File: config.mk
export PLATFORM = sky130hd
export DESIGN_NAME = vna_norm
export DESIGN_NICKNAME = d
export VERILOG_FILES = /design/src/rtl/core/vna_norm.sv
export SDC_FILE = /design/constraint.sdc
export NUM_CORES = 2
export LEC_CHECK = 0
export BUFFER_PORTS_ARGS = -buffer_cell sky130_fd_sc_hd__buf_4
export CORE_UTILIZATION = 30
export CTS_CLUSTER_SIZE = 14
export DETAILED_ROUTE_END_ITERATION = 6
export SYNTH_ARGS = -nofsm -noshare
export SYNTH_HDL_FRONTEND = slang
export SYNTH_SLANG_ARGS = --single-unit
File: constraint.sdc
create_clock -name clk_i -period 9.9 [get_ports clk_i]
set_input_delay 1.485 -clock clk_i [delete_from_list [all_inputs] [get_ports clk_i]]
set_output_delay 1.485 -clock clk_i [all_outputs]
set_load 0.01 [all_outputs]
File: src/rtl/core/vna_norm.sv
// iterative vector normalizer: scale search, sum of squares, square root,
// three restoring divisions; no package dependencies
`timescale 1ns / 1ps
`default_nettype none

module vna_norm #(
  parameter int VW = 63,
  parameter int NB = 16
) (
  input  wire logic                 clk_i,
  input  wire logic                 rst_ni,
  input  wire logic                 start_i,
  input  wire logic signed [VW-1:0] vec_i [3],
  output logic                      done_o,
  output logic                      zero_o,
  output logic signed [NB-1:0]      n_o [3]
);

  localparam int F  = NB - 2;
  localparam int MW = (VW > 31) ? VW : 31;
  localparam int QB = F + 2;
  localparam int NW = 31 + F;
  localparam int DCW = $clog2(QB + 1);
  localparam logic [MW-1:0] HI_LIM = MW'(64'd1 << 30);
  localparam logic [MW-1:0] LO_LIM = MW'(64'd1 << 29);
  localparam logic [QB-1:0] Q_MAX  = QB'(64'd1 << F);

  localparam logic [2:0] N_IDLE  = 3'd0;
  localparam logic [2:0] N_CHK   = 3'd1;
  localparam logic [2:0] N_SQ    = 3'd2;
  localparam logic [2:0] N_SQRT  = 3'd3;
  localparam logic [2:0] N_DINIT = 3'd4;
  localparam logic [2:0] N_DIV   = 3'd5;
  localparam logic [2:0] N_DFIN  = 3'd6;

  logic [2:0]          st_q, st_d;
  logic [MW-1:0]       m_q [3];
  logic [MW-1:0]       m_d [3];
  logic [2:0]          neg_q, neg_d;
  logic [1:0]          k_q, k_d;
  logic [59:0]         sq_q, sq_d;
  logic [61:0]         sum_q, sum_d;
  logic [61:0]         s_q, s_d;
  logic [33:0]         rem_q, rem_d;
  logic [30:0]         root_q, root_d;
  logic [4:0]          scnt_q, scnt_d;
  logic [30:0]         drem_q, drem_d;
  logic [QB-1:0]       dnum_q, dnum_d;
  logic [QB-1:0]       quo_q, quo_d;
  logic [DCW-1:0]      dcnt_q, dcnt_d;
  logic signed [NB-1:0] n_q [3];
  logic signed [NB-1:0] n_d [3];
  logic                zero_q, zero_d;
  logic                done_q, done_d;

  logic [MW-1:0]       mx;
  logic signed [MW:0]  vx;
  logic [MW:0]         vmag;
  logic [29:0]         mk;
  logic [33:0]         t_rem, trial;
  logic [NW-1:0]       num;
  logic [31:0]         t_div;
  logic [QB-1:0]       qc;
  logic [NB-1:0]       qn;

  always_comb begin
    st_d = st_q;
    m_d = m_q;
    neg_d = neg_q;
    k_d = k_q;
    sq_d = sq_q;
    sum_d = sum_q;
    s_d = s_q;
    rem_d = rem_q;
    root_d = root_q;
    scnt_d = scnt_q;
    drem_d = drem_q;
    dnum_d = dnum_q;
    quo_d = quo_q;
    dcnt_d = dcnt_q;
    n_d = n_q;
    zero_d = zero_q;
    done_d = 1'b0;
    vx = '0;
    vmag = '0;
    mx = m_q[0];
    if (m_q[1] > mx) mx = m_q[1];
    if (m_q[2] > mx) mx = m_q[2];
    mk = m_q[k_q][29:0];
    t_rem = {rem_q[31:0], s_q[61:60]};
    trial = {1'b0, root_q, 2'b01};
    num = {1'b0, mk, {F{1'b0}}} + NW'(root_q[30:1]);
    t_div = {drem_q, dnum_q[QB-1]};
    qc = (quo_q > Q_MAX) ? Q_MAX : quo_q;
    qn = NB'(qc);

    case (st_q)
      N_IDLE: begin
        if (start_i) begin
          for (int i = 0; i < 3; i++) begin
            vx = (MW+1)'(vec_i[i]);
            vmag = vx[MW] ? 1'b0 - vx : vx;
            m_d[i] = vmag[MW-1:0];
            neg_d[i] = vec_i[i][VW-1];
          end
          st_d = N_CHK;
        end
      end
      N_CHK: begin
        // bring the largest magnitude into [2^29, 2^30), one bit a cycle
        if (mx == '0) begin
          for (int i = 0; i < 3; i++) n_d[i] = '0;
          zero_d = 1'b1;
          done_d = 1'b1;
          st_d = N_IDLE;
        end else if (mx >= HI_LIM) begin
          for (int i = 0; i < 3; i++) m_d[i] = m_q[i] >> 1;
        end else if (mx < LO_LIM) begin
          for (int i = 0; i < 3; i++) m_d[i] = m_q[i] << 1;
        end else begin
          k_d = 2'd0;
          sum_d = '0;
          st_d = N_SQ;
        end
      end
      N_SQ: begin
        if (k_q != 2'd3) begin
          sq_d = mk * mk;
        end
        if (k_q != 2'd0) begin
          sum_d = sum_q + {2'b00, sq_q};
        end
        if (k_q == 2'd3) begin
          s_d = sum_q + {2'b00, sq_q};
          rem_d = '0;
          root_d = '0;
          scnt_d = '0;
          st_d = N_SQRT;
        end else begin
          k_d = k_q + 2'd1;
        end
      end
      N_SQRT: begin
        // two radicand bits a step
        if (t_rem >= trial) begin
          rem_d = t_rem - trial;
          root_d = {root_q[29:0], 1'b1};
        end else begin
          rem_d = t_rem;
          root_d = {root_q[29:0], 1'b0};
        end
        s_d = s_q << 2;
        scnt_d = scnt_q + 5'd1;
        if (scnt_q == 5'd30) begin
          k_d = 2'd0;
          st_d = N_DINIT;
        end
      end
      N_DINIT: begin
        // quotient is below 2^QB, so the high part starts below the length
        drem_d = 31'(num[NW-1:QB]);
        dnum_d = num[QB-1:0];
        quo_d = '0;
        dcnt_d = '0;
        st_d = N_DIV;
      end
      N_DIV: begin
        if (t_div >= {1'b0, root_q}) begin
          drem_d = 31'(t_div - {1'b0, root_q});
          quo_d = {quo_q[QB-2:0], 1'b1};
        end else begin
          drem_d = t_div[30:0];
          quo_d = {quo_q[QB-2:0], 1'b0};
        end
        dnum_d = dnum_q << 1;
        dcnt_d = dcnt_q + DCW'(1);
        if (dcnt_q == DCW'(QB - 1)) st_d = N_DFIN;
      end
      N_DFIN: begin
        n_d[k_q] = neg_q[k_q] ? $signed(1'b0 - qn) : $signed(qn);
        if (k_q == 2'd2) begin
          zero_d = 1'b0;
          done_d = 1'b1;
          st_d = N_IDLE;
        end else begin
          k_d = k_q + 2'd1;
          st_d = N_DINIT;
        end
      end
      default: st_d = N_IDLE;
    endcase
  end

  always_ff @(posedge clk_i or negedge rst_ni) begin
    if (!rst_ni) begin
      st_q <= N_IDLE;
      done_q <= 1'b0;
    end else begin
      st_q <= st_d;
      done_q <= done_d;
    end
  end

  always_ff @(posedge clk_i) begin
    m_q <= m_d;
    neg_q <= neg_d;
    k_q <= k_d;
    sq_q <= sq_d;
    sum_q <= sum_d;
    s_q <= s_d;
    rem_q <= rem_d;
    root_q <= root_d;
    scnt_q <= scnt_d;
    drem_q <= drem_d;
    dnum_q <= dnum_d;
    quo_q <= quo_d;
    dcnt_q <= dcnt_d;
    n_q <= n_d;
    zero_q <= zero_d;
  end

  assign done_o = done_q;
  assign zero_o = zero_q;
  assign n_o = n_q;

endmodule

`default_nettype wire

Word level (Yosys, flattened, before mapping)
Cells that the tools add are included. W data, S select, Z words.

Output and inout bits: 50. Bits in read-only memories: 0. Bits in registers: 567. Logic and storage cells: 154. Input bits: 192. Latch bits: 0. Memory bits (writable): 0. Memories: 0.

Reductions and logical operators: 19. $lt $le $gt $ge: 10. Multiply operators: 1. Shift-type cells: 0. Add/sub/neg operators: 11. Div/mod/pow operators: 0. Bitwise operators: 1. Mux-type cells: 65. Equal/unequal tests: 26.

Operators by type and width (count): $mux W189 (4); $pmux W189 S2 (1); $mux W63 (5); $mux W62 (5); $pmux W62 S2 (2); $sub A1 B63 Y63 const A (3); $bmux W63 S2 (1); $gt A63 B63 Y1 (2); $pmux W31 S2 (2); $pmux W48 S2 (1); $mux W32 (2); $pmux W16 S2 (2); $pmux W32 S2 (1); $ge A63 B31 Y1 const B (1); $logic_not A63 Y1 (1); $lt A63 B30 Y1 const B (1); $add A62 B60 Y62 (1); $mux W31 (2); $mul A30 B30 Y60 (1); $mux W30 (2); $bwmux W48 (1); $mux W16 (3); $mux W48 (1); $add A44 B30 Y45 (1); 40 further kinds (87).

Depth between registers and ports, before layout
Depth after elaboration: 9. Mapped depth: 39. Depth with buffers taken out: 33.

Least setup slack after synthesis
Ideal clock, no wire load.

Kind: reg-to-reg. From: reg st_q[0]. To: reg rem_q[0], enable pin. Arrival: 10.039 ns. Cell stages (with the launch flop): 5. Path slack: -0.938 ns. Library setup time: 0.799 ns. Path buffers: 1. Data required time: 9.101 ns. Period minus slack after synthesis: 10.838 ns. Cells stage by stage: dfrtp_1 -> clkbuf_1 -> nor2b_1 -> nand2_1 -> o21ai_0.

Word-level cells in the longest chain between the ends: 3. Elaborated cells on any way between the ends: 5. Classes of those cells: eq/ne: 3; reduce/logical: 2.

RTL lines: start: declaration (line 36) `logic [2:0] st_q, st_d;`; start signal: assignment (line 199) `st_q <= st_d;`; $eq A3 B2 Y1 (line 97) `case (st_q)`; $ne A2 B2 Y1 (no source line) or $reduce_bool A2 Y1 (tied branches); $reduce_and A2 Y1 (no source line) (*); end signal: assignment (line 211) `rem_q <= rem_d;`; end: declaration (line 44) `logic [33:0] rem_q, rem_d;`.

Mark *: on every way between the ends. The rest lies on a longest branch, timed or not. A chain may end at the register's enable or synchronous reset.

Final worst setup path
From: reg k_q[0]. To: reg sq_q[58] (data pin).

Word-level cells in the longest chain between the ends: 5.

RTL lines: start: declaration (line 40) `logic [1:0] k_q, k_d;`; start signal: assignment (line 207) `k_q <= k_d;`; $not A2 Y3 (not written as such) (line 89) `mk = m_q[k_q][29:0];`; $bmux W63 S2 (line 89); $mux W30 (not written as such) (2 in a row) (line 89); $mul A30 B30 Y60 (line 128) `sq_d = mk * mk;`; end signal: assignment (line 208) `sq_q <= sq_d;`; end: declaration (line 41) `logic [59:0] sq_q, sq_d;`.

No other way between the ends. The select of a mux whose other input is x is not followed.

==> results.toml <==
[outcome]
status = "completed"

[synth]
synthMostInstantiatedCell = "inv_1"
asyncSetResetFlopFracSynth = 0.00707
synth_edf_count = 562
netlist_instances = 6788
yosys_warnings = 0
mappedNetlistNets = 8200
yosysTopAreaCell = "edfxtp_1"
synthDominantCellAreaShare = 0.264
seq_area_frac_synth = 0.265
netlist_area_um2 = 64000
ys_seq_elements = 566
synth_top_cells_by_count = "inv_1, nor2_1, fa_1"
cell_types_with_the_largest_area_share_after_synthesis = "edfxtp_1, fa_1, ha_1, inv_1, nor2_1"
ys.flop_type = "edfxtp_1"
postSynthAreaPerCell_um2 = 9.42
number_of_distinct_standard_cells_referenced_by_the_synthesized_netlist = 73

[timing]
finalSetupViolations = 0
tightest_slew_ns = 1.34
rsz_0062_raised_after_global_routing = "false"
drv_slew = 0
min_period_over_period = 0.954
fmax_ghz = 0.106
timing.final.crit_period_ns = 9.44
whs_ns = 0.513
timing.slew.headroom = 0.0964
timing.setup.tns_ns = 0
hold_viol = 0
timing.clock.skew_ns = 0.0656

[critical_path]
regToRegStartpoint = "k_q[0]$_SDFFCE_PN0P_"
critPathCaptureType = "flip-flop"
ff2ff_path_depth = 30
setup.worst_path.class = "reg2reg"
critical_path_most_common_cell = "fa_1"
worstPathMaxFanout = 25
setup.worst_path.end = "sq_q[58]$_DFFE_PP_"
rrSetupSlack_ns = 0.46
required_ns = 10.33
cpMaxStageDelayCell = "fa_1"
critPathLaunch = "k_q[0]$_SDFFCE_PN0P_"
r2r_end = "sq_q[58]$_DFFE_PP_"
arrival_ns = 9.87
setup_crit_start_kind = "flip-flop"
critical_path.max_stage_delay_ns = 0.66

[floorplan]
fp.dieW_um = 464
io-pin-count = 242
initial_core_util = 0.302
num_rows = 169
die_h_um = 464
design.core.area_um2 = 212000
floorplan.die_area_um2 = 215000

[layout]
layout.cell_area.non_filler_um2 = 72600
num-fill-cells = 21771
final_net_count = 8424
drive_gt1_frac = 0.0879
layout.core_utilization = 0.343
area_growth_from_synthesis_to_layout_pct = 13.6

[routing]
drc = 0
drt-initial-drc-count = 4182
detail_route.wl_per_cell_um = 21.1
drtPass1Iterations = 6
detailroute.via_count = 50772
drt_wl_total_um = 209000
vias_per_cell = 5.13
antenna_violating_nets_post_route = 0

[clocking]
ctsHtreeMaxLevel = 3
clk_latency_ns = 0.72
cts-buffers-inserted = 76
max-clock-path-buffers = 3
tritoncts_num_sinks = 566
clkSlewWorstSetupHoldPaths_ns = 0.07
clock_tree.root_cell = "clkbuf_16"
cts_tree = "built"

[grt]
grt_overflow = 0
number_of_global_route_vias_before_repair = 52412
grt_pass1_wl_um = 321000
grt_start_max_net_pins = 227
initial_antenna_violation_count = 9
grt_usage = 0.194

[placement]
buffers_added_on_ports = 241
gpl.final_weighted_congestion = 0.940
detailedPlacementHpwl_um = 168000
placed_area_um2 = 70000

[power_and_ir_drop]
power_density_nw_per_um2 = 79.9
vdd.ir_drop.worst_mv = 0.109
finalPower_mw = 5.81
static-leakage-power_nw = 31.7

[hold_path]
min_path_type = "reg2reg"

[job]
max-cap-violations = 0
==> cells by family (layout without fill, tap and decap cells) <==
family,count (synthesis),after routing,share of synthesized area
AOI/OAI and AO/OA,1352,1352,0.127
muxes,224,224,0.0352
buffers and inverters,1165,1451,0.0684
xor gates and xnor gates,397,397,0.0544
DFF,566,566,0.265
adders and majority gates,1220,1220,0.320
and+or+nand+nor,1864,1864,0.129
other,0,5,0
==> where the power goes <==
group          switching, mW  total (mW)  leakage, nW  internal [mW]
registers                  0        2.62         5.22           2.62
clock network           1.17        2.87         1.23           1.70
logic                  0.175       0.316         25.2          0.141
total                   1.35        5.81         31.7           4.46
==> state kept, by name (all words and copies together), names as in the netlist <==
| signal | cells |
|---|---|
| zero_o | 1 |
| sum_q | 62 |
| root_q | 31 |
| drem_q | 31 |
| sq_q | 59 |
| done_o | 1 |
| scnt_q | 5 |
| dcnt_q | 5 |
| m_q | 189 |
| rem_q | 32 |
| dnum_q | 16 |
| neg_q | 3 |
| k_q | 2 |
| st_q | 3 |
| quo_q | 16 |
| s_q | 62 |
| n_o | 48 |
==> layout by cell type, fill, tap and decap left out, drive strengths merged, types with 9 or more instances in the layout <==
master,n
a211oi,45
a21o,168
a21oi,520
a221oi,9
a31oi,34
and2,31
and3,23
buf,422
bufinv,10
clkbuf,95
clkinv,32
edfxtp,562
fa,697
ha,523
inv,886
mux2,9
mux2i,215
nand2,538
nand2b,48
nand3,58
nand4,74
nor2,835
nor2b,29
nor3,47
nor4,69
o211ai,18
o21a,22
o21ai,325
o21bai,34
o31ai,73
o41ai,27
or2,14
or3,48
or4,30
xnor2,312
xor2,85
==> per-layer routing <==
layer  wire length [µm]  vias to the layer above  part of all wire  track usage
li1                   -                    23479                 -            -
met1              90900                    25285              0.43        0.257
met2              97100                     1718              0.46        0.317
met3              14000                      284             0.067       0.0330
met4               7230                        6             0.035       0.0656
met5                 46                        -           0.00022            0
==> area by class of cell <==
type	count	area (µm²)	share of cell area
multi-input cells	5057	42900	0.590
flip-flops and latches	566	17000	0.234
well taps	2821	3530	0.0486
inverters	889	3350	0.0461
repair buffers	422	3330	0.0459
clock buffers	95	1970	0.0272
clock inverters	45	594	0.00818
diodes	5	12.5	0.000172
==> critical path, delay by kind of cell (launching register included) <==
family	cells	cell delay (ns)
adder cells (fa/ha/maj)	9	4.37
AO/OA/AOI/OAI	8	1.79
buffers and inverters	6	1.28
AND/OR/NAND/NOR	6	1.15
flip-flops	1	0.44
XOR/XNOR	1	0.09
==> metrics by stage <==
| stage | instances | worst slack [ns] |
|---|---|---|
| floorplan | 6788 | 0.0283 |
| global placement | 9753 | 0.244 |
| detailed placement | 9753 | 0.115 |
| CTS | 9893 | 0.0388 |
| global route | 9899 | 0.0209 |
| finish | 9900 | 0.457 |
==> repair_timing <==
action	in CTS	in global routing
setup endpoints to repair	0	10
hold buffers	0	0
gates resized for setup	0	20
buffers inserted	0	2
==> how the worst min path moves through the flow <==
stage / depth (start not counted) / slack [ns] / start / end
final: 2 / 0.51 / s_q[3]$_DFFE_PP_ / s_q[5]$_DFFE_PP_
after CTS: 1 / 0.51 / rst_ni / st_q[0]$_DFFE_PN0P_
after global placement: 2 / 0.50 / dnum_q[11]$_DFFE_PP_ / dnum_q[12]$_DFFE_PP_
after global routing: 1 / 0.54 / rst_ni / st_q[2]$_DFFE_PN0P_
after detailed placement: 2 / 0.51 / dnum_q[13]$_DFFE_PP_ / dnum_q[14]$_DFFE_PP_
after floorplan: 2 / 0.48 / dnum_q[13]$_DFFE_PP_ / dnum_q[14]$_DFFE_PP_
Power figures use the tool's default switching activity.
