==> config.mk <==
export PLATFORM = sky130hd
export DESIGN_NAME = vna_ram
export DESIGN_NICKNAME = d
export VERILOG_FILES = /design/src/rtl/core/vna_ram.sv
export SDC_FILE = /design/constraint.sdc
export NUM_CORES = 1
export LEC_CHECK = 0
export BUFFER_PORTS_ARGS = -buffer_cell sky130_fd_sc_hd__buf_2
export CORE_MARGIN = 1
export CORE_UTILIZATION = 35
export DETAILED_ROUTE_END_ITERATION = 16
export PLACE_DENSITY_LB_ADDON = 0.2
export SYNTH_ARGS = -nofsm -noshare
export SYNTH_HDL_FRONTEND = slang
export SYNTH_SLANG_ARGS = --single-unit
==> constraint.sdc <==
create_clock -name clk_i -period 1.85 [get_ports clk_i]
set_clock_uncertainty 0.15 [all_clocks]
set_input_delay 0.0925 -clock clk_i [delete_from_list [all_inputs] [get_ports clk_i]]
set_output_delay 0.0925 -clock clk_i [all_outputs]
set_load 0.005 [all_outputs]
==> src/rtl/core/vna_ram.sv <==
// generic single-clock ram, one write port and one registered read port
// no dependencies
`timescale 1ns / 1ps
`default_nettype none

module vna_ram #(
  parameter int WIDTH = 8,
  parameter int DEPTH = 16
) (
  input  wire logic                     clk_i,
  input  wire logic                     we_i,
  input  wire logic [$clog2(DEPTH)-1:0] waddr_i,
  input  wire logic [WIDTH-1:0]         wdata_i,
  input  wire logic [$clog2(DEPTH)-1:0] raddr_i,
  output logic      [WIDTH-1:0]         rdata_o
);

  logic [WIDTH-1:0] mem [DEPTH];

  always_ff @(posedge clk_i) begin
    if (we_i) begin
      mem[waddr_i] <= wdata_i;
    end
    rdata_o <= mem[raddr_i];
  end

endmodule

`default_nettype wire

-- Word-level counts from Yosys, hierarchy flattened
Memories as Yosys holds them, arrays and structs flattened. A register that Yosys moved wholly into a read port is not among the register bits.
Cells that the tools add are included.
- bits in registers: 0
- input bits: 18
- memories: 1
- output and inout port bits: 8
- memory bits (writable): 128
- memories (name ; words ; width ; rd ports ; clocked after memory_dff ; wr ports ; line ; RTL):
    mem ; 16 ; 8 ; 1 ; 1 ; 1 ; 18 ; logic [WIDTH-1:0] mem [DEPTH];
- mux-type cells: 2
- operator list (operator ; count):
    two-way mux 1 bit ; 2

-- Logic depth before layout (Yosys ltp)
Gate-level depths: netlist (run 1).
- depth in word-level cells: 2
- depth in mapped cells: 5
- depth with buffers taken out: 3

-- Worst setup path before layout (run 1)
OpenSTA, ideal clock, no wires.
- kind: input port to flip-flop
- start: in waddr_i[2]
- end: mem mem[0][0], enable pin
- data arrival time: 1202 ps
- path buffers: 0
- path slack: 115 ps
- required time: 1317 ps
- stages on the path: 2
- cell sequence: or3b_2 -> nor3_1
- RTL lines (item ; line ; RTL):
    start: declaration ; 12 ; input wire logic [$clog2(DEPTH)-1:0] waddr_i,
    end: declaration ; 18 ;
No word-level cell before the write port.

-- Final worst setup path (run 1)
- start: in waddr_i[0]
- end: mem mem[4][1], enable pin
No word-level cell before the write port.

==> results of run 1 <==
worst paths after layout:
check                   from          to  slack (ns)  cells after the start
setup / recovery  waddr_i[0]   mem[4][1]        0.21                      4
hold / removal    raddr_i[2]  rdata_o[4]        0.07                      4
setup reg to reg   mem[5][0]  rdata_o[0]        0.31                      3
hold reg to reg   mem[15][2]  rdata_o[2]        0.52                      3
cell families (layout without fill, tap and decap cells):
family          after synthesis  in the layout  share of synthesized area, %
compound gates               16             16                          2.33
buf+inv                      10             86                          1.68
flops                       136            136                          77.8
mux                          32             32                          15.0
simple gates                 35             35                          3.18
per-stage QoR:
step | utilization (%) | cells | power (uW)
global placement | 39.7 | 444 | 3870
detailed placement | 39.7 | 444 | 3870
finish | 44.6 | 485 | 7190
floorplan | - | 229 | 3700
global route | 44.6 | 485 | 7410
CTS | 44.6 | 485 | 7270
state kept, by name (all words and copies together), names as in the netlist:
signal / count
mem: 128
rdata_o: 8
area by class of cell:
cell class	count	area [sq um]
multi-input combinational	83	1060
timing repair buffer	55	413
fill	1229	7810
tap	180	225
clock inverter	12	158
clock buffer	19	433
sequential	136	4000
power groups by stage:
stage	registers, uW	clock network [uW]	logic, uW
after floorplan	3530	0	175
after global placement	3530	0	331
after detailed placement	3540	0	333
after CTS	3470	3450	349
after global routing	3480	3560	373
final	3470	3380	339
per-layer routing:
| layer | vias to the layer above | GRT usage (%) | wire (um) |
|---|---|---|---|
| met5 | - | 0 | 0 |
| met4 | 0 | 6.33 | 138 |
| met3 | 13 | 4.43 | 350 |
| met2 | 40 | 25.0 | 5090 |
| met1 | 1267 | 20.6 | 4940 |
| li1 | 1103 | - | - |
worst max-delay path: stages:
cell	delay, ns
dlygate4sd3_1	0.52
buf_2	0.16
nor3_1	0.24
dlygate4sd3_1	0.60
cells in the mapped netlist, drive strengths merged:
cell	count
a22oi	16
and2	1
and2b	1
buf	7
clkdlybuf4s25	3
dfxtp	8
edfxtp	128
mux4	32
nand2	9
nand2b	2
nand3	1
nand3b	2
nor2	13
nor2b	1
nor3	4
or3b	1
timing repair:
action / in CTS / in global routing
hold endpoints to repair: 129 / 0
setup buffers: 0 / 0
hold buffers: 10 / 0
==> metrics.md, run 1 <==
| Metric | Value |
|---|---|
| DR iter-0 viols | 153 |
| Switching part of the total | 19.1% |
| Syn. warnings | 0 |
| Register area share after synthesis | 77.8% |
| Clock power share | 47.0% |
| Max cap viols | 0 |
| Port bufs | 25 |
| Critical Path RT | 1.83 ns |
| Clock Latency Late Sink | 0.42 ns |
| Area leader, netlist | edfxtp_1 |
| Post-DR wirelength/cell | 21.7 um |
| Period utilization | 88.7% |
| Core area | 0.0141 sq mm |
| Share of post-route cells with drive strength above 1 | 29.2% |
| Starting Density | 36.5% |
| Gpl congestion | 0.704 |
| Drt pass-1 iters | 4 |
| Status | complete, no violations |
| Final net count | 311 |
| GR Overflow Total | 0 |
| Cell Int Power | 5820 uW |
| HPWL Detailed | 6720 um |
| Initial antenna violation count | 0 |
| Hold Vio Cnt, Final | 0 |
| Mapped Area | 0.00515 sq mm |
| Top-level I/O count | 26 |
| Hold WC Path Type | input pin to register |
| Sequential share of power | 48.3% |
| Avg Inst Size Synth | 22.5 sq um |
| Die ar. | 0.0152 sq mm |
| Finished Cell Area | 0.00629 sq mm |
| DRT Wirelength | 10500 um |
| Pwr dens | 1140 mW/mm^2 |
| CTS root buf | clkbuf_16 |
| CTS tree | done |
| Die width | 123 um |
| Post-CTS sizing | 0 |
| Cell Area, Placed | 0.00560 sq mm |
| Commonest non-fill, non-tap cell in the layout | edfxtp_1 |
| WS Path Type | input pin to register |
| Sw Pwr | 1370 uW |
| FMAX | 0.609 GHz |
| Core Rows | 43 |
| Largest net degree at the start of global routing | 30 |
| Post-Synthesis Net Count | 247 |
| Least-Margin Pin Slew | 0.788 ns |
| Arrival time at the worst endpoint | 1.62 ns |
| Setup WS post-layout | 0.209 ns |
| DR vias | 2423 |
| FF+latch count, synth | 136 |
| RSZ-0062 raised after global routing | false |
| Maximum root-to-sink buffer count | 2 |
| First-pass GRT wire length | 16100 um |
| Final setup viols | 0 |
| Final setup TNS | 0 ns |
| Slew headroom | 47.4% |
| Die height | 123 um |
| Clock sinks | 136 |
| Area Overhead vs Synth | 22.2% |
| H-tree depth | 4 |
| Peak supply drop | 538 uV |
| Leakage power | 0.00214 uW |
| GRT Resource Usage Total | 15.8% |
| Critical Path Start Type | input pin |
| Post-Syn Instances | 229 |
| Most frequent cells in the layout | edfxtp_1, buf_2, mux4_2 |
| Synth top area share | 74.7% |
| Crit Path Max Fanout | 7 |
| Clock buffer count from CTS | 17 |
| Hold_ws | 0.0667 ns |
| DRC | 0 |
| Setup crit end kind | register |
| Main area contributors after synthesis | edfxtp_1, mux4_2, mux4_1 |
| N_diodes | 0 |
| Period minus WS final | 1.64 ns |
| Max Slew Vio Count | 0 |
| Yosys cell types | 19 |
| Final ANT Viol Nets | 0 |
| Worst slack, placed | 0.113 ns |
| Via/cell ratio | 5.00 |
| Vias in the first global route | 2644 |
| Clk slew on worst S/H paths | 0.05 ns |
| Comb power frac | 4.7% |
Note: power is estimated with default switching activity, not from simulation.
==> run 2, diff against run 1 <==
Clock period 1.85 ns to 2.13 ns, I/O delays scaled along.
==> metrics.md, run 2 (synthesis results as in run 1) <==
| Metric | Value |
|---|---|
| Status | complete, no violations |
| Sequential share of power | 45.2% (-3.1 points) |
| Critical Path Start Type | register |
| Overall Power | 6660 uW (-7.4%) |
| Largest net degree at the start of global routing | 22 (-27%) |
| RR Endpoint | rdata_o[6] |
| Period utilization | 69.5% |
| Max Slew Vio Count | 0 (unchanged) |
| Worst slack, placed | 0.301 ns (+0.189 ns) |
| Post-DR wirelength/cell | 21.6 um (-0.40%) |
| Setup WS post-layout | 0.650 ns (+0.441 ns) |
| Core area | 0.0141 sq mm (unchanged) |
| CTS root buf | clkbuf_16 |
| Top reg by flops | mem |
| Critical Path RT | 2.28 ns (+0.45 ns) |
| R2R setup slack | 0.65 ns (+0.34 ns) |
| Core Rows | 43 (unchanged) |
| DRC | 0 (unchanged) |
| DR iter-0 viols | 190 (+24%) |
| Most frequent cells in the layout | edfxtp_1, buf_2, buf_4 |
| Area Overhead vs Synth | 23.7% |
| Clock buffer count from CTS | 17 (unchanged) |
| Sw Pwr | 1220 uW (-11%) |
| Biggest regs | mem: 128 flops, rdata_o: 8 flops |
| Final net count | 311 (unchanged) |
| Post-CTS sizing | 0 (unchanged) |
| Die width | 123 um (unchanged) |
| Switching part of the total | 18.4% (-0.71 points) |
| FMAX | 0.676 GHz |
| Starting Density | 36.5% (unchanged) |
| N_diodes | 0 (unchanged) |
| Leakage power | 0.00217 uW (+1.3%) |
| Crit Path Max Fanout | 1 (-6) |
| Cell Int Power | 5430 uW (-6.6%) |
| Final setup viols | 0 (unchanged) |
| Hold_ws | 0.0955 ns (+0.0288 ns) |
| Share of post-route cells with drive strength above 1 | 31.0% (+1.9 points) |
| Via/cell ratio | 4.98 (-0.33%) |
| Grt met1 use | 21.6% (+0.91 points) |
| Final ANT Viol Nets | 0 (unchanged) |
| WS Path Type | register to register |
| Final setup TNS | 0 ns (unchanged) |
| DRT Wirelength | 10500 um (-0.19%) |
| RSZ-0062 raised after global routing | false |
| Die ar. | 0.0152 sq mm (unchanged) |
| GR Overflow Total | 0 (unchanged) |
| DR vias | 2420 (-0.12%) |
| Commonest non-fill, non-tap cell in the layout | edfxtp_1 |
| GRT Resource Usage Total | 15.8% (-0.027 points) |
| Setup crit end kind | register |
| Clk slew on worst S/H paths | 0.05 ns (about the same) |
| Comb power frac | 4.4% (-0.3 points) |
| H-tree depth | 4 (unchanged) |
| Hold Vio Cnt, Final | 0 (unchanged) |
| First-pass GRT wire length | 16100 um (unchanged) |
| Port bufs | 25 (unchanged) |
| CTS tree | done |
| Max cap viols | 0 (unchanged) |
| Slew headroom | 69.3% (+22 points) |
| Drt pass-1 iters | 4 (unchanged) |
| WHS Path Cells | 4 (unchanged) |
| Hold_sp | raddr_i[3] |
| M2 GR Usage | 24.0% (-1.0 points) |
| Met3 Resource Use GR | 5.30% (+0.88 points) |
| Pwr dens | 1050 mW/mm^2 (-8.5%) |
| Vias in the first global route | 2626 (-0.68%) |
| Hold WC Path Type | input pin to register |
| Clock sinks | 136 (unchanged) |
| HPWL Detailed | 6950 um (+3.3%) |
| Die height | 123 um (unchanged) |
| Reg2reg start | mem[2][6] |
| Maximum root-to-sink buffer count | 2 (unchanged) |
| Peak supply drop | 588 uV (+9.3%) |
| Max reg flops | 128 (unchanged) |
| Initial antenna violation count | 0 (unchanged) |
| Top-level I/O count | 26 (unchanged) |
| Least-Margin Pin Slew | 0.460 ns (-0.327 ns) |
| Setup Buffers After CTS | 0 (unchanged) |
| Clock power share | 50.4% (+3.4 points) |
| Worst R2R Path Depth | 3 (unchanged) |
| Arrival time at the worst endpoint | 1.63 ns (about the same) |
| Gr busiest metal | met2 |
| Period minus WS final | 1.48 ns |
| Clock Latency Late Sink | 0.41 ns (about the same) |
| Gpl congestion | 0.697 (-0.98%) |
| Hold Path Sink | rdata_o[1] |
## run 2: cell types whose count changed in the layout (fill, tap and decap cells not counted), sizes merged
cell / before / now
dlygate4sd3: 10 / 8
clkinv: 7 / 3
bufinv: 4 / 7
buf: 45 / 47
clkinvlp: 1 / 3
## run 2: per-stage QoR
step                      instances  instance area [sq um]  utilization, %
after floorplan                 229                   5150               -
after global placement          446                   5600            39.7
after detailed placement        446                   5600            39.7
after CTS                       486                   6360            45.2
after global routing            486                   6360            45.2
final                           486                   6360            45.2
## run 2: cell type report
cell class | instances | area [sq um]
clock buffer | 19 | 433
sequential | 136 | 4000
tap | 180 | 225
multi-input combinational | 83 | 1060
timing repair buffer | 55 | 395
fill | 1219 | 7730
clock inverter | 13 | 250
## run 2: layer usage
metal	routed length, um	vias to the layer above	part of all wire, %
met5	0	-	0
met4	108	0	1.0
met3	427	10	4.1
met2	4980	43	47
met1	4980	1266	47
li1	-	1101	-
## run 2: power by group through the flow
stage               combinational (uW)  clock [uW]  sequential [uW]
floorplan                          152           0             3060
global placement                   283           0             3070
detailed placement                 287           0             3070
CTS                                299        3410             3010
global route                       321        3520             3020
finish                             290        3360             3010
## run 2: worst max path at each step
stage / startpoint / to / slack (ns)
after floorplan: waddr_i[2] / mem[0][0] / 0.38
after global placement: raddr_i[0] / rdata_o[2] / 0.32
after detailed placement: raddr_i[0] / rdata_o[2] / 0.30
after CTS: mem[1][6] / rdata_o[6] / 0.62
after global routing: mem[1][0] / rdata_o[0] / 0.58
final: mem[2][6] / rdata_o[6] / 0.65
## run 2: what timing repair did
item,in CTS,in global routing
hold endpoints to repair,128,0
hold buffers,8,0
endpoints found under the setup margin,0,0
## run 2: critical path: stages (launching register included)
cell,delay (ns)
edfxtp_1,0.37
mux4_2,0.48
a22oi_1,0.28
nand2_1,0.09
==> run 3, diff against run 2 <==
Clock period 2.13 ns to 1.4 ns, I/O delays scaled along.
==> metrics.md, run 3 (synthesis results as in run 1) <==
| Metric | Value |
|---|---|
| N_diodes | 0 (unchanged) |
| Hold Vio Cnt, Final | 0 (unchanged) |
| Clock Latency Late Sink | 0.42 ns (about the same) |
| Top-level I/O count | 26 (unchanged) |
| Drt pass-1 iters | 4 (unchanged) |
| Most frequent cells in the layout | edfxtp_1, mux4_2, buf_4 |
| Gpl congestion | 0.682 (-2.1%) |
| Max Slew Vio Count | 0 (unchanged) |
| Finished Cell Area | 0.00645 sq mm (+1.4%) |
| Starting Density | 36.5% (unchanged) |
| First-pass GRT wire length | 16000 um (-0.30%) |
| Fillers | 1206 (-1.1%) |
| Setup WS post-layout | -0.0449 ns (-0.695 ns) |
| Share of post-route cells with drive strength above 1 | 41.3% (+10 points) |
| Critical Path Start Type | register |
| Grt met1 use | 20.3% (-1.3 points) |
| Sequential share of power | 46.4% (+1.2 points) |
| Crit Path Max Fanout | 1 (unchanged) |
| Multi-input logic area | 0.00109 sq mm (+3.1%) |
| Die ar. | 0.0152 sq mm (unchanged) |
| GRT Resource Usage Total | 15.6% (-0.17 points) |
| Period utilization | 103% (+34 points) |
| DRT Wirelength | 10400 um (-0.95%) |
| Die height | 123 um (unchanged) |
| DRC | 0 (unchanged) |
| DR vias | 2473 (+2.2%) |
| Leakage power | 0.00218 uW (+0.43%) |
| CTS root buf | clkbuf_16 |
| Hold_ws | 0.0598 ns (-0.0357 ns) |
| Post-DR wirelength/cell | 21.0 um (-2.8%) |
| Met3 Resource Use GR | 4.20% (-1.1 points) |
| RSZ-0062 raised after global routing | true |
| Area Overhead vs Synth | 25.3% |
| Switching part of the total | 19.2% (+0.83 points) |
| WS Path Type | register to register |
| Hold WC Path Type | input pin to register |
| Clk slew on worst S/H paths | 0.05 ns (about the same) |
| Port bufs | 25 (unchanged) |
| Max cap viols | 0 (unchanged) |
| Critical Path RT | 1.55 ns (-0.73 ns) |
| Core Rows | 43 (unchanged) |
| M2 GR Usage | 24.5% (+0.52 points) |
| Clock sinks | 136 (unchanged) |
| Gr busiest metal | met2 |
| Maximum root-to-sink buffer count | 2 (unchanged) |
| FF/Latch Area | 0.00400 sq mm (unchanged) |
| Setup Buffers After CTS | 0 (unchanged) |
| Commonest non-fill, non-tap cell in the layout | edfxtp_1 |
| Final setup viols | 3 (+3) |
| Initial antenna violation count | 0 (unchanged) |
| Slew headroom | 36.8% (-33 points) |
| HPWL Detailed | 6800 um (-2.1%) |
| Comb power frac | 5.0% (+0.6 points) |
| Arrival time at the worst endpoint | 1.59 ns (-0.04 ns) |
| Least-Margin Pin Slew | 0.945 ns (+0.485 ns) |
| Cell Int Power | 7980 uW (+47%) |
| Clock buffer count from CTS | 17 (unchanged) |
| Pwr dens | 1530 mW/mm^2 (+46%) |
| Core area | 0.0141 sq mm (unchanged) |
| Largest net degree at the start of global routing | 17 (-23%) |
| CTS tree | done |
| Setup crit end kind | register |
| H-tree depth | 4 (unchanged) |
| Final net count | 320 (+2.9%) |
| Layout Cells excl Fill | 495 (+1.9%) |
| GR Overflow Total | 0 (unchanged) |
| Max reg flops | 128 (unchanged) |
| FMAX | 0.692 GHz (+2.5%) |
| Sw Pwr | 1900 uW (+55%) |
| DR iter-0 viols | 141 (-26%) |
| Via/cell ratio | 5.00 (+0.33%) |
| Period minus WS final | 1.44 ns (-0.0354 ns) |
| Biggest regs | mem: 128 flops, rdata_o: 8 flops |
| Violated checks | setup timing |
| Inst Count DP | 455 (+2.0%) |
| Vias in the first global route | 2671 (+1.7%) |
| Cell Area, Placed | 0.00571 sq mm (+1.9%) |
| Status | complete, but fails checks |
| Peak supply drop | 874 uV (+49%) |
| Top reg by flops | mem |
| Clock power share | 48.6% (-1.8 points) |
| Final ANT Viol Nets | 0 (unchanged) |
| Die width | 123 um (unchanged) |
| Worst slack, placed | -0.341 ns (-0.642 ns) |
[run 3: cell count changes in the layout (fill, tap and decap cells not counted), moves of 2 or more]
cell	before	now
a22oi_2	0	11
buf_4	20	27
clkinv_2	1	4
mux4_1	14	4
nor3_2	0	3
mux4_2	18	28
nor3_1	4	1
buf_12	2	4
a22oi_1	16	5
bufinv_16	7	5
[run 3: per-stage QoR]
step	power [uW]	setup TNS, ns	utilization [%]
2_1_floorplan	4890	-2.62	-
3_3_place_gp	5110	-4.56	40.5
3_5_place_dp	5120	-5.61	40.5
4_1_cts	9950	-0.0536	45.7
5_1_grt	10200	-0.264	45.8
6_report	9880	-0.0581	45.8
[run 3: critical path, stage by stage (launching register included)]
cell and delay, ns:
edfxtp_1 0.37, mux4_2 0.48, a22oi_2 0.24, nand2_1 0.08
[run 3: layout make-up]
| class | instances | share of cell area, % |
|---|---|---|
| Sequential cell | 136 | 62.1 |
| Timing Repair Buffer | 64 | 7.56 |
| Clock inverter | 13 | 3.12 |
| Tap cell | 180 | 3.49 |
| Clock buffer | 19 | 6.87 |
| Multi-Input combinational cell | 83 | 16.9 |
[run 3: layer usage]
layer	part of all wire, %	up-vias
met5	0	-
met4	1.8	0
met3	3.8	12
met2	48	56
met1	46	1294
li1	-	1111
[run 3: timing repair]
action                     in CTS  in global routing
pin swaps                       8                  5
hold endpoints to repair      128                  0
hold buffers                    8                  0
setup endpoints to repair       8                  8
gates resized for setup        16                  5
[run 3: power groups by stage]
| stage | clock network (uW) | logic [uW] | registers [uW] |
|---|---|---|---|
| finish | 4800 | 492 | 4580 |
| detailed placement | 0 | 457 | 4660 |
| global route | 5050 | 536 | 4590 |
| global placement | 0 | 451 | 4660 |
| CTS | 4870 | 497 | 4580 |
| floorplan | 0 | 232 | 4660 |
[run 3: worst paths after layout]
kind | start | to | slack (ns) | cells after the start
max reg2reg | mem[3][3] | rdata_o[3] | -0.04 | 3
min | waddr_i[0] | mem[0][5] | 0.06 | 3
min reg2reg | mem[15][3] | rdata_o[3] | 0.53 | 3
max | mem[3][3] | rdata_o[3] | -0.04 | 3
